File: src/design/eqaa_pkg.sv
// Package for the event queue arena allocator.
// Field widths, status and operation codes, controller states, result record.
// No dependencies.
`default_nettype none
package eqaa_pkg;

   localparam int ID_W      = 16;
   localparam int PRI_W     = 2;
   localparam int TIME_W    = 32;
   localparam int LEN_IN_W  = 16;
   localparam int STATUS_W  = 3;
   localparam int OFF_OUT_W = 12;
   localparam int LEN_OUT_W = 13;

   typedef enum logic {
      OP_PUSH = 1'b0,
      OP_POP  = 1'b1
   } op_type;

   typedef enum logic [STATUS_W-1:0] {
      ST_OK        = 3'd0,
      ST_TOO_LARGE = 3'd1,
      ST_FULL      = 3'd2,
      ST_COLLIDE   = 3'd3,
      ST_EMPTY     = 3'd4
   } status_type;

   typedef enum logic [1:0] {
      S_IDLE,
      S_SCAN,
      S_POP,
      S_DONE
   } state_type;

   typedef struct packed {
      status_type             status;
      logic [OFF_OUT_W-1:0]   arena_offset;
      logic [ID_W-1:0]        out_id;
      logic [PRI_W-1:0]       out_priority;
      logic [TIME_W-1:0]      out_time_ms;
      logic [LEN_OUT_W-1:0]   out_length;
   } result_type;

endpackage
`default_nettype wire

File: src/design/eqaa_if.sv
// Valid/ready channel interfaces for request and response transactions.
// Depends on eqaa_pkg for field widths.
`default_nettype none
interface eqaa_req_if;
   logic                          valid;
   logic                          ready;
   logic                          operation;
   logic [eqaa_pkg::ID_W-1:0]     event_id;
   logic [eqaa_pkg::PRI_W-1:0]    event_priority;
   logic [eqaa_pkg::TIME_W-1:0]   event_time_ms;
   logic [eqaa_pkg::LEN_IN_W-1:0] payload_length;

   modport source (output valid, operation, event_id, event_priority, event_time_ms,
                   payload_length, input ready);
   modport sink   (input valid, operation, event_id, event_priority, event_time_ms,
                   payload_length, output ready);
endinterface

interface eqaa_rsp_if;
   logic                           valid;
   logic                           ready;
   logic [eqaa_pkg::STATUS_W-1:0]  status;
   logic [eqaa_pkg::OFF_OUT_W-1:0] arena_offset;
   logic [eqaa_pkg::ID_W-1:0]      out_id;
   logic [eqaa_pkg::PRI_W-1:0]     out_priority;
   logic [eqaa_pkg::TIME_W-1:0]    out_time_ms;
   logic [eqaa_pkg::LEN_OUT_W-1:0] out_length;

   modport source (output valid, status, arena_offset, out_id, out_priority, out_time_ms,
                   out_length, input ready);
   modport sink   (input valid, status, arena_offset, out_id, out_priority, out_time_ms,
                   out_length, output ready);
endinterface
`default_nettype wire

File: src/design/event_queue_arena_allocator_unit.sv
// Top level of the event queue arena allocator: controller plus response register.
// Depends on eqaa_pkg, eqaa_if.sv and eqaa_ctrl.
//
//  channel   dir   modport  fields
//  req_if    in    sink     operation, event_id, event_priority, event_time_ms, payload_length
//  rsp_if    out   source   status, arena_offset, out_id, out_priority, out_time_ms, out_length
//
// Push: overlap scan over the N pending descriptors (at most QUEUE_DEPTH-1), one entry
// per cycle through the descriptor RAM read port, in S_SCAN.
// Pop: S_POP then S_DONE; rejected push or empty pop: straight to S_DONE.
// Synchronous reset empties the queue; descriptor RAM is not cleared.
// One transaction in flight; the next is taken while a result waits in the rsp register.
`default_nettype none
module event_queue_arena_allocator_unit #(
   parameter int QUEUE_DEPTH = 16,
   parameter int ARENA_BYTES = 4096
) (
   input  wire logic  clock,
   input  wire logic  reset,
   eqaa_req_if.sink   req_if,
   eqaa_rsp_if.source rsp_if
);

   logic                 res_valid, res_taken;
   eqaa_pkg::result_type res_data;
   eqaa_pkg::result_type rsp_ff, rsp_in;
   logic                 rsp_valid_ff, rsp_valid_in;

   eqaa_ctrl #(
      .QUEUE_DEPTH (QUEUE_DEPTH),
      .ARENA_BYTES (ARENA_BYTES)
   ) u_ctrl (
      .clock     (clock),
      .reset     (reset),
      .req_if    (req_if),
      .res_valid (res_valid),
      .res_taken (res_taken),
      .res_data  (res_data)
   );

   assign res_taken    = res_valid && (!rsp_valid_ff || rsp_if.ready);
   assign rsp_valid_in = res_taken || (rsp_valid_ff && !rsp_if.ready);
   assign rsp_in       = res_taken ? res_data : rsp_ff;

   always_ff @(posedge clock) begin
      if (reset) begin
         rsp_valid_ff <= 1'b0;
      end else begin
         rsp_valid_ff <= rsp_valid_in;
      end
   end

   always_ff @(posedge clock) begin
      rsp_ff <= rsp_in;
   end

   assign rsp_if.valid        = rsp_valid_ff;
   assign rsp_if.status       = rsp_ff.status;
   assign rsp_if.arena_offset = rsp_ff.arena_offset;
   assign rsp_if.out_id       = rsp_ff.out_id;
   assign rsp_if.out_priority = rsp_ff.out_priority;
   assign rsp_if.out_time_ms  = rsp_ff.out_time_ms;
   assign rsp_if.out_length   = rsp_ff.out_length;

endmodule
`default_nettype wire

File: src/design/eqaa_ram.sv
// Generic single-write, single-read synchronous RAM with registered read data.
// No dependencies.
`default_nettype none
module eqaa_ram #(
   parameter int WIDTH = 8,
   parameter int DEPTH = 16
) (
   input  wire logic                     clock,
   input  wire logic                     wr_en,
   input  wire logic [$clog2(DEPTH)-1:0] wr_addr,
   input  wire logic [WIDTH-1:0]         wr_data,
   input  wire logic                     rd_en,
   input  wire logic [$clog2(DEPTH)-1:0] rd_addr,
   output logic      [WIDTH-1:0]         rd_data
);

   logic [WIDTH-1:0] mem_ff [DEPTH];
   logic [WIDTH-1:0] rd_data_ff;

   always_ff @(posedge clock) begin
      if (wr_en) begin
         mem_ff[wr_addr] <= wr_data;
      end
      if (rd_en) begin
         rd_data_ff <= mem_ff[rd_addr];
      end
   end

   assign rd_data = rd_data_ff;

endmodule
`default_nettype wire

File: src/design/eqaa_ctrl.sv
// Queue controller: ring pointers, fill offset, descriptor RAM and overlap scan.
// Depends on eqaa_pkg, eqaa_req_if and eqaa_ram.
`default_nettype none
module eqaa_ctrl #(
   parameter int QUEUE_DEPTH = 16,
   parameter int ARENA_BYTES = 4096
) (
   input  wire logic                 clock,
   input  wire logic                 reset,
   eqaa_req_if.sink                  req_if,
   output logic                      res_valid,
   input  wire logic                 res_taken,
   output eqaa_pkg::result_type      res_data
);

   localparam int PTR_W  = $clog2(QUEUE_DEPTH);
   localparam int OFF_W  = $clog2(ARENA_BYTES);
   localparam int LEN_W  = $clog2(ARENA_BYTES + 1);
   localparam int SUM_W  = LEN_W + 1;
   localparam int CHK_W  = eqaa_pkg::LEN_IN_W + 2;
   localparam int SLOT_W = eqaa_pkg::ID_W + eqaa_pkg::PRI_W + eqaa_pkg::TIME_W + OFF_W + LEN_W;
   localparam logic [PTR_W-1:0] LAST_SLOT = PTR_W'(QUEUE_DEPTH - 1);
   localparam logic [SUM_W-1:0] ARENA_SUM = SUM_W'(ARENA_BYTES);
   localparam logic [CHK_W-1:0] ARENA_CHK = CHK_W'(ARENA_BYTES);

   eqaa_pkg::state_type  state_ff, state_in;
   logic [PTR_W-1:0]     wr_ff, wr_in, rd_ff, rd_in, scan_ff, scan_in;
   logic [OFF_W-1:0]     fill_ff, fill_in, start_ff, start_in;
   logic [LEN_W-1:0]     len_ff, len_in;
   logic                 rd_pend_ff, rd_pend_in, collide_ff, collide_in;
   eqaa_pkg::op_type     op_ff, op_in;
   logic [eqaa_pkg::ID_W-1:0]   id_ff, id_in;
   logic [eqaa_pkg::PRI_W-1:0]  pri_ff, pri_in;
   logic [eqaa_pkg::TIME_W-1:0] time_ff, time_in;
   eqaa_pkg::result_type res_ff, res_in;

   logic [PTR_W-1:0]     wr_nxt, rd_nxt, scan_nxt;
   logic [LEN_W-1:0]     req_len;
   logic [SUM_W-1:0]     req_sum, new_end, ent_end;
   logic                 too_large, hit;

   logic                 ram_wr_en, ram_rd_en;
   logic [PTR_W-1:0]     ram_rd_addr;
   logic [SLOT_W-1:0]    ram_wr_data, ram_rd_data;
   logic [OFF_W-1:0]     ent_off;
   logic [LEN_W-1:0]     ent_len;

   eqaa_ram #(
      .WIDTH (SLOT_W),
      .DEPTH (QUEUE_DEPTH)
   ) u_slots (
      .clock   (clock),
      .wr_en   (ram_wr_en),
      .wr_addr (wr_ff),
      .wr_data (ram_wr_data),
      .rd_en   (ram_rd_en),
      .rd_addr (ram_rd_addr),
      .rd_data (ram_rd_data)
   );

   assign wr_nxt   = (wr_ff == LAST_SLOT) ? '0 : wr_ff + PTR_W'(1);
   assign rd_nxt   = (rd_ff == LAST_SLOT) ? '0 : rd_ff + PTR_W'(1);
   assign scan_nxt = (scan_ff == LAST_SLOT) ? '0 : scan_ff + PTR_W'(1);

   assign too_large = CHK_W'(req_if.payload_length) > ARENA_CHK;
   assign req_len   = LEN_W'(req_if.payload_length);
   assign req_sum   = SUM_W'(fill_ff) + SUM_W'(req_len);

   assign ent_len = ram_rd_data[LEN_W-1:0];
   assign ent_off = ram_rd_data[OFF_W+LEN_W-1:LEN_W];
   assign ent_end = SUM_W'(ent_off) + SUM_W'(ent_len);
   assign new_end = SUM_W'(start_ff) + SUM_W'(len_ff);
   assign hit     = (ent_len != '0) &&
                    !((new_end <= SUM_W'(ent_off)) || (SUM_W'(start_ff) >= ent_end));

   assign ram_wr_data = {id_ff, pri_ff, time_ff, start_ff, len_ff};

   always_ff @(posedge clock) begin
      if (reset) begin
         state_ff   <= eqaa_pkg::S_IDLE;
         wr_ff      <= '0;
         rd_ff      <= '0;
         fill_ff    <= '0;
         rd_pend_ff <= 1'b0;
      end else begin
         state_ff   <= state_in;
         wr_ff      <= wr_in;
         rd_ff      <= rd_in;
         fill_ff    <= fill_in;
         rd_pend_ff <= rd_pend_in;
      end
   end

   always_ff @(posedge clock) begin
      scan_ff    <= scan_in;
      start_ff   <= start_in;
      len_ff     <= len_in;
      collide_ff <= collide_in;
      op_ff      <= op_in;
      id_ff      <= id_in;
      pri_ff     <= pri_in;
      time_ff    <= time_in;
      res_ff     <= res_in;
   end

   always_comb begin
      state_in    = state_ff;
      wr_in       = wr_ff;
      rd_in       = rd_ff;
      fill_in     = fill_ff;
      scan_in     = scan_ff;
      start_in    = start_ff;
      len_in      = len_ff;
      rd_pend_in  = 1'b0;
      collide_in  = collide_ff;
      op_in       = op_ff;
      id_in       = id_ff;
      pri_in      = pri_ff;
      time_in     = time_ff;
      res_in      = res_ff;
      ram_wr_en   = 1'b0;
      ram_rd_en   = 1'b0;
      ram_rd_addr = scan_ff;
      req_if.ready = 1'b0;
      res_valid   = 1'b0;

      unique case (state_ff)
         eqaa_pkg::S_IDLE: begin
            req_if.ready = 1'b1;
            if (req_if.valid) begin
               res_in     = '0;
               op_in      = eqaa_pkg::op_type'(req_if.operation);
               id_in      = req_if.event_id;
               pri_in     = req_if.event_priority;
               time_in    = req_if.event_time_ms;
               len_in     = req_len;
               start_in   = (req_sum > ARENA_SUM) ? '0 : fill_ff;
               scan_in    = rd_ff;
               collide_in = 1'b0;
               if (req_if.operation == eqaa_pkg::OP_PUSH) begin
                  if (too_large) begin
                     res_in.status = eqaa_pkg::ST_TOO_LARGE;
                     state_in      = eqaa_pkg::S_DONE;
                  end else if (wr_nxt == rd_ff) begin
                     res_in.status = eqaa_pkg::ST_FULL;
                     state_in      = eqaa_pkg::S_DONE;
                  end else begin
                     state_in      = eqaa_pkg::S_SCAN;
                  end
               end else if (rd_ff == wr_ff) begin
                  res_in.status = eqaa_pkg::ST_EMPTY;
                  state_in      = eqaa_pkg::S_DONE;
               end else begin
                  ram_rd_en   = 1'b1;
                  ram_rd_addr = rd_ff;
                  state_in    = eqaa_pkg::S_POP;
               end
            end
         end
         eqaa_pkg::S_SCAN: begin
            collide_in = collide_ff | (rd_pend_ff & hit);
            if (scan_ff != wr_ff) begin
               ram_rd_en  = 1'b1;
               rd_pend_in = 1'b1;
               scan_in    = scan_nxt;
            end else begin
               if (collide_in) begin
                  res_in.status = eqaa_pkg::ST_COLLIDE;
               end else begin
                  res_in.status       = eqaa_pkg::ST_OK;
                  res_in.arena_offset = eqaa_pkg::OFF_OUT_W'(start_ff);
               end
               state_in = eqaa_pkg::S_DONE;
            end
         end
         eqaa_pkg::S_POP: begin
            res_in.status       = eqaa_pkg::ST_OK;
            res_in.arena_offset = eqaa_pkg::OFF_OUT_W'(ent_off);
            res_in.out_length   = eqaa_pkg::LEN_OUT_W'(ent_len);
            res_in.out_time_ms  = ram_rd_data[OFF_W+LEN_W+eqaa_pkg::TIME_W-1:OFF_W+LEN_W];
            res_in.out_priority = ram_rd_data[SLOT_W-eqaa_pkg::ID_W-1:
                                              SLOT_W-eqaa_pkg::ID_W-eqaa_pkg::PRI_W];
            res_in.out_id       = ram_rd_data[SLOT_W-1:SLOT_W-eqaa_pkg::ID_W];
            state_in            = eqaa_pkg::S_DONE;
         end
         eqaa_pkg::S_DONE: begin
            res_valid = 1'b1;
            if (res_taken) begin
               state_in = eqaa_pkg::S_IDLE;
               if (res_ff.status == eqaa_pkg::ST_OK) begin
                  if (op_ff == eqaa_pkg::OP_PUSH) begin
                     ram_wr_en = 1'b1;
                     wr_in     = wr_nxt;
                     fill_in   = (new_end == ARENA_SUM) ? '0 : OFF_W'(new_end);
                  end else begin
                     rd_in     = rd_nxt;
                  end
               end
            end
         end
         default: state_in = eqaa_pkg::S_IDLE;
      endcase
   end

   assign res_data = res_ff;

`ifndef SYNTH
   a_fill_in_arena: assert property (@(posedge clock) disable iff (reset)
      SUM_W'(fill_ff) < ARENA_SUM)
      else $error("fill offset outside arena");

   a_no_read_in_idle: assert property (@(posedge clock) disable iff (reset)
      state_ff == eqaa_pkg::S_IDLE |-> !rd_pend_ff)
      else $error("scan read outstanding in idle");

   a_push_advances: assert property (@(posedge clock) disable iff (reset)
      (state_ff == eqaa_pkg::S_DONE && res_taken && op_ff == eqaa_pkg::OP_PUSH &&
       res_ff.status == eqaa_pkg::ST_OK) |=> wr_ff != $past(wr_ff))
      else $error("accepted push did not advance write slot");

   a_empty_consistent: assert property (@(posedge clock) disable iff (reset)
      (state_ff == eqaa_pkg::S_DONE && res_ff.status == eqaa_pkg::ST_EMPTY) |-> rd_ff == wr_ff)
      else $error("empty reported with entries pending");
`endif

endmodule
`default_nettype wire

File: src/flat_wrapper.sv
// flat-port wrapper written by rule: the top's interface ports become plain ports
module event_queue_arena_allocator_unit_flat 
#(
   parameter int QUEUE_DEPTH = 16,
   parameter int ARENA_BYTES = 4096
)
  (clock, reset, req_if_valid, req_if_operation, req_if_event_id, req_if_event_priority, req_if_event_time_ms, req_if_payload_length, req_if_ready, rsp_if_valid, rsp_if_status, rsp_if_arena_offset, rsp_if_out_id, rsp_if_out_priority, rsp_if_out_time_ms, rsp_if_out_length, rsp_if_ready);
  eqaa_req_if req_if_i ();
  eqaa_rsp_if rsp_if_i ();
  input  wire logic clock;
  input  wire logic reset;
  input wire logic [$bits(req_if_i.valid)-1:0] req_if_valid;
  input wire logic [$bits(req_if_i.operation)-1:0] req_if_operation;
  input wire logic [$bits(req_if_i.event_id)-1:0] req_if_event_id;
  input wire logic [$bits(req_if_i.event_priority)-1:0] req_if_event_priority;
  input wire logic [$bits(req_if_i.event_time_ms)-1:0] req_if_event_time_ms;
  input wire logic [$bits(req_if_i.payload_length)-1:0] req_if_payload_length;
  output wire logic [$bits(req_if_i.ready)-1:0] req_if_ready;
  output wire logic [$bits(rsp_if_i.valid)-1:0] rsp_if_valid;
  output wire logic [$bits(rsp_if_i.status)-1:0] rsp_if_status;
  output wire logic [$bits(rsp_if_i.arena_offset)-1:0] rsp_if_arena_offset;
  output wire logic [$bits(rsp_if_i.out_id)-1:0] rsp_if_out_id;
  output wire logic [$bits(rsp_if_i.out_priority)-1:0] rsp_if_out_priority;
  output wire logic [$bits(rsp_if_i.out_time_ms)-1:0] rsp_if_out_time_ms;
  output wire logic [$bits(rsp_if_i.out_length)-1:0] rsp_if_out_length;
  input wire logic [$bits(rsp_if_i.ready)-1:0] rsp_if_ready;
  assign req_if_i.valid = req_if_valid;
  assign req_if_i.operation = req_if_operation;
  assign req_if_i.event_id = req_if_event_id;
  assign req_if_i.event_priority = req_if_event_priority;
  assign req_if_i.event_time_ms = req_if_event_time_ms;
  assign req_if_i.payload_length = req_if_payload_length;
  assign req_if_ready = req_if_i.ready;
  assign rsp_if_valid = rsp_if_i.valid;
  assign rsp_if_status = rsp_if_i.status;
  assign rsp_if_arena_offset = rsp_if_i.arena_offset;
  assign rsp_if_out_id = rsp_if_i.out_id;
  assign rsp_if_out_priority = rsp_if_i.out_priority;
  assign rsp_if_out_time_ms = rsp_if_i.out_time_ms;
  assign rsp_if_out_length = rsp_if_i.out_length;
  assign rsp_if_i.ready = rsp_if_ready;
  event_queue_arena_allocator_unit #(.QUEUE_DEPTH(QUEUE_DEPTH), .ARENA_BYTES(ARENA_BYTES)) u_core (.clock(clock), .reset(reset), .req_if(req_if_i), .rsp_if(rsp_if_i));
endmodule
File: config.mk
export PLATFORM = sky130hd
export DESIGN_NAME = event_queue_arena_allocator_unit_flat
export DESIGN_NICKNAME = d
export VERILOG_FILES = /design/src/design/eqaa_pkg.sv /design/src/design/eqaa_if.sv /design/src/design/event_queue_arena_allocator_unit.sv /design/src/design/eqaa_ram.sv /design/src/design/eqaa_ctrl.sv /design/src/flat_wrapper.sv
export SDC_FILE = /design/constraint.sdc
export NUM_CORES = 2
export LEC_CHECK = 0
export ABC_AREA = 1
export BUFFER_PORTS_ARGS = -buffer_cell sky130_fd_sc_hd__buf_2
export CAP_MARGIN = 20
export CORE_ASPECT_RATIO = 0.7
export CORE_UTILIZATION = 50
export CTS_CLUSTER_DIAMETER = 150
export DETAILED_ROUTE_END_ITERATION = 7
export HOLD_SLACK_MARGIN = 0.1
export PLACE_DENSITY = 0.66
export SYNTH_ARGS = -nofsm -noshare
export SYNTH_HDL_FRONTEND = slang
export SYNTH_SLANG_ARGS = --single-unit
File: constraint.sdc
create_clock -name clock -period 11.7 [get_ports clock]
set_input_delay 0.585 -clock clock [delete_from_list [all_inputs] [get_ports clock]]
set_output_delay 0.585 -clock clock [all_outputs]
set_load 0.1 [all_outputs]
# Word-level counts from Yosys, hierarchy flattened
# Memories as Yosys holds them, arrays and structs flattened. A register that Yosys moved wholly into a read port is not among the register bits.
# Index checks and enable logic that the tools add are counted.
# totals
reg_bits	261
latchBits	0
mem_bits_rw	1200
mem_bits_ro	0
out_inout_bits	80
n_memories	1
# op_classes
addsub	6
n_mul	0
n_div	0
n_lt_le_gt_ge	4
n_eq_ne	15
n_shift	0
n_mux	44
bitwise_logic	4
reduce_logical	25
# memory_table
name	words	word_bits	read_ports	rd_clocked_by_memory_dff	write_ports	line	text
u_core.u_ctrl.u_slots.mem_ff	16	75	1	1	1	eqaa_ram.sv:17	logic [WIDTH-1:0] mem_ff [DEPTH];
# ops
cell	n
63-bit case mux with 2 select lines	1
78-bit 2-to-1 mux	1
15-bit case mux with 3 select lines	1
12-bit by 13-bit adder with 14-bit output	3
4-bit 2-to-1 mux	9
12-bit 2-to-1 mux	2
2-bit 2-to-1 mux	9
16-bit by 13-bit > comparator with 1-bit output, second input constant	1
15-bit 2-to-1 mux	1
14-bit by 13-bit == test with 1-bit output, second input constant	1
12-bit by 14-bit >= comparator with 1-bit output	1
14-bit by 13-bit > comparator with 1-bit output, second input constant	1
14-bit by 12-bit <= comparator with 1-bit output	1
1-bit 2-to-1 mux	14
13-bit nonzero test	1
4-bit by 1-bit adder with 4-bit output, second input constant	3
4-bit == test, second input constant	3
4-bit AND reduction	3
3-bit AND reduction	3
4-bit == test	2
2-bit != test, second input constant	4
2-bit case mux with 4 select lines	1
4-bit case mux with 2 select lines	1
3-bit 2-to-1 mux	2
17 further kinds	29

# Depth between registers and ports, before layout
# depth
depth_word	10
depth_mapped	24
ltp_nobuf	24

# Modules after synthesis
# From an unflattened synthesis, not the netlist that was laid out.
# unflattened
hier_cells	5944
area_unflattened_um2	65650.5
# modules_own_cells
module	instances	cells_per_inst	area_each_um2
eqaa_ram	1	4929	53874.2
eqaa_ctrl	1	931	9386.5
event_queue_arena_allocator_unit	1	84	2389.8

# Least setup slack after synthesis
# OpenSTA, ideal clock, no wires.
# synth_path
kind	flip-flop to flip-flop
startpoint	register u_core.rsp_valid_ff, in the netlist u_core.rsp_if.valid
endpoint	memory u_core.u_ctrl.u_slots.mem_ff[15][0] in the netlist's numbering, enable pin
setup_time_ns	0.509
arrival_time_ns	8.305
required_ns	11.191
path_slack_ns	2.886
path_stages_with_launch	10
period_less_slack_ns	8.814
cell_sequence	dfxtp_1 -> nand2_1 -> inv_1 -> nor2_1 -> inv_1 -> nor4_1 -> nand2_1 -> clkinv_1 -> nand2_1 -> nor2_1
# synth_via
elab_chain_len	7
# synth_rtl
item	line	text
start, declared	event_queue_arena_allocator_unit.sv:27	logic rsp_valid_ff, rsp_valid_in;
start signal, assigned	event_queue_arena_allocator_unit.sv:49	rsp_valid_ff <= rsp_valid_in;
1-bit zero test	event_queue_arena_allocator_unit.sv:41	assign res_taken = res_valid && (!rsp_valid_ff || rsp_if.ready);
1-bit logical OR	event_queue_arena_allocator_unit.sv:41	
1-bit logical AND	event_queue_arena_allocator_unit.sv:41	
named net u_core.res_taken	event_queue_arena_allocator_unit.sv:24	logic res_valid, res_taken;
1-bit 2-to-1 mux	eqaa_ctrl.sv:188	if (res_taken) begin
1-bit 2-to-1 mux	eqaa_ctrl.sv:127	unique case (state_ff)
1-bit 2-to-1 mux	eqaa_ram.sv:21	if (wr_en) begin
1-bit 2-to-1 mux (implied by the code)	eqaa_ram.sv:22	mem_ff[wr_addr] <= wr_data;
end, declared	eqaa_ram.sv:17	
# The timed path passes the listed nets, and every way through them passes these cells.

# Worst setup path after layout
# layout_path
startpoint	register u_core.u_ctrl.state_ff[1]
endpoint	memory u_core.u_ctrl.u_slots.mem_ff[4][40] in the netlist's numbering, enable pin
# layout_via
elab_chain_len	7
# layout_rtl
item	line	text
start, declared	eqaa_ctrl.sv:26	eqaa_pkg::state_type state_ff, state_in;
start signal, assigned	eqaa_ctrl.sv:80	state_ff <= eqaa_pkg::S_IDLE;
start signal, assigned	eqaa_ctrl.sv:86	state_ff <= state_in;
2-bit == test	eqaa_ctrl.sv:127	
1-bit 2-to-1 mux	eqaa_ctrl.sv:127	
1-bit logical AND	event_queue_arena_allocator_unit.sv:41	
named net u_core.res_taken	event_queue_arena_allocator_unit.sv:24	
1-bit 2-to-1 mux	eqaa_ctrl.sv:188	
1-bit 2-to-1 mux	eqaa_ctrl.sv:127	
1-bit 2-to-1 mux	eqaa_ram.sv:21	
1-bit 2-to-1 mux (implied by the code)	eqaa_ram.sv:22	
# The timed path passes the listed nets, and every way through them passes these cells.

==> summary.md <==
| Metric | Value |
|---|---|
| Final setup fails | `0` |
| Final period utilization | `0.482` |
| Initial Util | `0.507` |
| Hold Slack | `0.293 ns` |
| Crit start category | `flop` |
| Max FO, Critical Path | `44` |
| DRT Pass-1 Iters | `7` |
| Switch share | `0.367` |
| Psw | `6210 uW` |
| Critical path class | `flop to flop` |
| Htree depth | `4` |
| Avg Vias per Cell | `5.28` |
| Final Max Tran Viols | `0` |
| Layout Cells excl Fill | `7,728` |
| Number of global-route vias before repair | `38,421` |
| Yosys warns | `0` |
| Layout Nets | `6,039` |
| Class of the worst hold path | `input port to flop` |
| VDD IR-drop max | `0.000237 V` |
| Max_cap viols | `0` |
| WL/cell | `20.8 um` |
| DR iter-0 viols | `4,435` |
| Synthesized instance count | `5,735` |
| GRT Total Usage | `0.246` |
| EDFF count, synth | `1,512` |
| Final Critical Period | `5.63 ns` |
| Final Hold Viols | `0` |
| Clock network power share | `0.266` |
| Ports | `151` |
| Tightest Pin Transition | `1.20 ns` |
| Antenna Cells | `0` |
| Clock-pin transition on the worst setup and hold timing paths | `0.06 ns` |
| CTS resizes | `0` |
| WP data required | `12.08 ns` |
| Syn Nets | `5,880` |
| P_int | `10,700 uW` |
| Crit. End Element | `flop` |
| Core box area | `0.127 sq mm` |
| Cts bufs inserted | `147` |
| Total wire length | `160 mm` |
| GR Overflow Total | `0` |
| Site Rows | `109` |
| Worst-skew pair later-pin latency | `0.76 ns` |
| Syn_area_per_cell | `11.2 sq um` |
| Clock root cell | `clkbuf_16` |
| Final antenna-violating net count | `0` |
| CP Data Arrival Time | `6.02 ns` |
| Port buffer count | `150` |
| Die X-Extent | `431 um` |
| Dpl cells | `7,399` |
| Hold_buf cts | `65` |
| Status | `finished clean` |
| Fraction of registers with async set/reset | `0` |
| Die H | `302 um` |
| Clock skew | `0.0179 ns` |
| Cell area after synthesis | `0.0645 sq mm` |
| DP Wirelength | `80.5 mm` |
| Layout fillers | `10,402` |
| Static leakage | `0.0293 uW` |
| CTS tree | `built` |
| Largest net degree at the start of global routing | `223` |
| PwrDens | `236 mW/mm^2` |
| Vias | `40,838` |
| Comb pwr share | `0.299` |
| First-pass GRT wire length | `240 mm` |
| # DRC | `0` |
| Setup TNS | `0 ns` |
| Die area | `0.130 sq mm` |
| Area grow syn2layout | `11.5%` |
| Relative max-transition margin | `0.202` |
| Register bit count reported by yosys | `1,536` |
| RSZ-0062 raised after global routing | `false` |
| FMAX | `177 MHz` |
| Layout cells sized above 1 | `0.0721` |
| Clk sinks | `1,536` |
| Setup Buffers After CTS | `0` |
| Seq/Total Area, Yosys | `0.712` |
| RePlAce Congestion | `0.870` |
| Post-synth cell types | `41` |
| Main synth FF type | `edfxtp_1` |
| Initial antenna violation count | `2` |
| CTS max path bufs | `3` |
| Sequential fraction of design power | `0.435` |
-- metrics by stage --
step	instance area, sq um	utilization	setup WS (ns)	power, uW
CTS	71900	0.565	6.04	17000
finish	71900	0.566	6.07	16900
detailed placement	66700	0.525	5.98	12500
floorplan	64500	-	2.89	10900
global placement	66700	0.525	6.07	12400
global route	71900	0.566	5.67	17800
-- synthesized netlist by cell type, types with 2 or more instances --
| master | instances | share of area |
|---|---|---|
| nand4_1 | 11 | 0.0011 |
| fa_1 | 3 | 0.00093 |
| o21ai_2 | 2 | 0.00027 |
| clkbuf_1 | 37 | 0.0022 |
| o21bai_1 | 4 | 0.00047 |
| a221oi_1 | 2 | 0.00027 |
| nor3_1 | 14 | 0.0011 |
| buf_4 | 7 | 0.00082 |
| a31oi_1 | 3 | 0.00029 |
| dfxtp_1 | 24 | 0.0075 |
| ha_1 | 71 | 0.014 |
| xor2_1 | 31 | 0.0042 |
| nor2_1 | 50 | 0.0029 |
| a21boi_0 | 9 | 0.0010 |
| buf_2 | 214 | 0.017 |
| inv_2 | 3 | 0.00017 |
| nand2_1 | 1885 | 0.11 |
| xnor2_1 | 10 | 0.0014 |
| inv_1 | 847 | 0.049 |
| buf_1 | 3 | 0.00017 |
| nand3_1 | 786 | 0.061 |
| o21ai_0 | 30 | 0.0023 |
| buf_6 | 5 | 0.00087 |
| o211ai_1 | 76 | 0.0088 |
| edfxtp_1 | 1512 | 0.70 |
| a21oi_1 | 75 | 0.0058 |
| nor4_1 | 7 | 0.00068 |
-- placed cells by master, fill, tap and decap left out, types with 4 or more instances in the layout --
| cell | instances |
|---|---|
| ha_1 | 70 |
| edfxtp_1 | 1512 |
| clkinv_8 | 5 |
| clkinv_2 | 17 |
| xor2_1 | 31 |
| buf_4 | 59 |
| a21oi_1 | 75 |
| o211ai_1 | 76 |
| xnor2_1 | 10 |
| nor2_1 | 33 |
| a21boi_0 | 8 |
| clkbuf_16 | 154 |
| nand2_1 | 1882 |
| dfxtp_1 | 24 |
| dlygate4sd3_1 | 65 |
| nand3_1 | 786 |
| nor4_1 | 7 |
| clkinv_1 | 24 |
| buf_2 | 150 |
| nand4_1 | 11 |
| inv_1 | 845 |
| o21bai_1 | 4 |
| o21ai_0 | 30 |
| clkbuf_1 | 51 |
| inv_6 | 4 |
| nor3_1 | 14 |
| nor2_4 | 17 |
-- worst paths after layout --
path | from | end | slack, ns | depth (start not counted)
worst min-delay path | reset | u_core.u_ctrl.fill_ff[3]$_SDFFE_PP0P_ | 0.29 | 2
worst max register to register | u_core.u_ctrl.state_ff[1]$_SDFFE_PP0P_ | u_core.u_ctrl.u_slots.mem_ff[4][40]$_DFFE_PP_ | 6.07 | 11
worst min register to register | u_core.u_ctrl.res_data[1]$_SDFFCE_PN0P_ | u_core.rsp_if.out_length[1]$_DFFE_PP_ | 0.41 | 0
worst max-delay path | u_core.u_ctrl.state_ff[1]$_SDFFE_PP0P_ | u_core.u_ctrl.u_slots.mem_ff[4][40]$_DFFE_PP_ | 6.07 | 11
-- power groups by stage --
| stage | registers (uW) | logic, uW | clock network, uW |
|---|---|---|---|
| final | 7360 | 5070 | 4510 |
| after global routing | 7400 | 5600 | 4780 |
| after CTS | 7360 | 5060 | 4580 |
| after detailed placement | 7470 | 5010 | 0 |
| after global placement | 7460 | 4950 | 0 |
| after floorplan | 7540 | 3400 | 0 |
-- per-layer routing --
layer | vias to the layer above | part of all wire | track usage
met3 | 241 | 0.078 | 0.0346
li1 | 19348 | - | -
met1 | 19556 | 0.44 | 0.357
met4 | 2 | 0.022 | 0.0696
met5 | - | 0.000069 | 0
met2 | 1691 | 0.46 | 0.392
-- area by class of cell --
class                      count  area (sq um)  share of cell area
timing repair buffer         276          1880              0.0262
tap                         1720          2150              0.0299
clock inverter                58           438             0.00609
sequential                  1536         45900               0.638
multi-input combinational   3082         14300               0.198
inverter                     851          3210              0.0447
clock buffer                 205          4050              0.0563
-- worst max-delay path, cell delays in order, from the launching register on --
cell	delay, ns
dfxtp_1	0.39
ha_1	0.21
inv_1	0.09
nor2_4	0.63
inv_1	0.11
nor4_1	0.33
nand2_1	0.52
clkinv_1	0.53
nand2_1	0.35
nor2_4	0.74
buf_4	0.46
buf_4	0.82
-- kinds of logic after synthesis --
group	Yosys count	share of synthesized area
AO/OA/AOI/OAI	207	0.0200
AND/OR/NAND/NOR	2759	0.178
buffers and inverters	1117	0.0702
flip-flops	1536	0.712
XOR/XNOR	42	0.00582
adder cells (fa/ha/maj)	74	0.0147
-- registers in the layout, summed over array words and instances (netlist names), 16 cells and up --
name / count
u_core.u_ctrl.time_ff: 32
u_core.rsp_if.out_time_ms: 32
u_core.u_ctrl.u_slots.rd_data: 75
u_core.u_ctrl.u_slots.mem_ff: 1200
u_core.rsp_if.out_id: 16
u_core.u_ctrl.id_ff: 16
u_core.u_ctrl.res_data: 78
(Power assumes the default switching activity.)
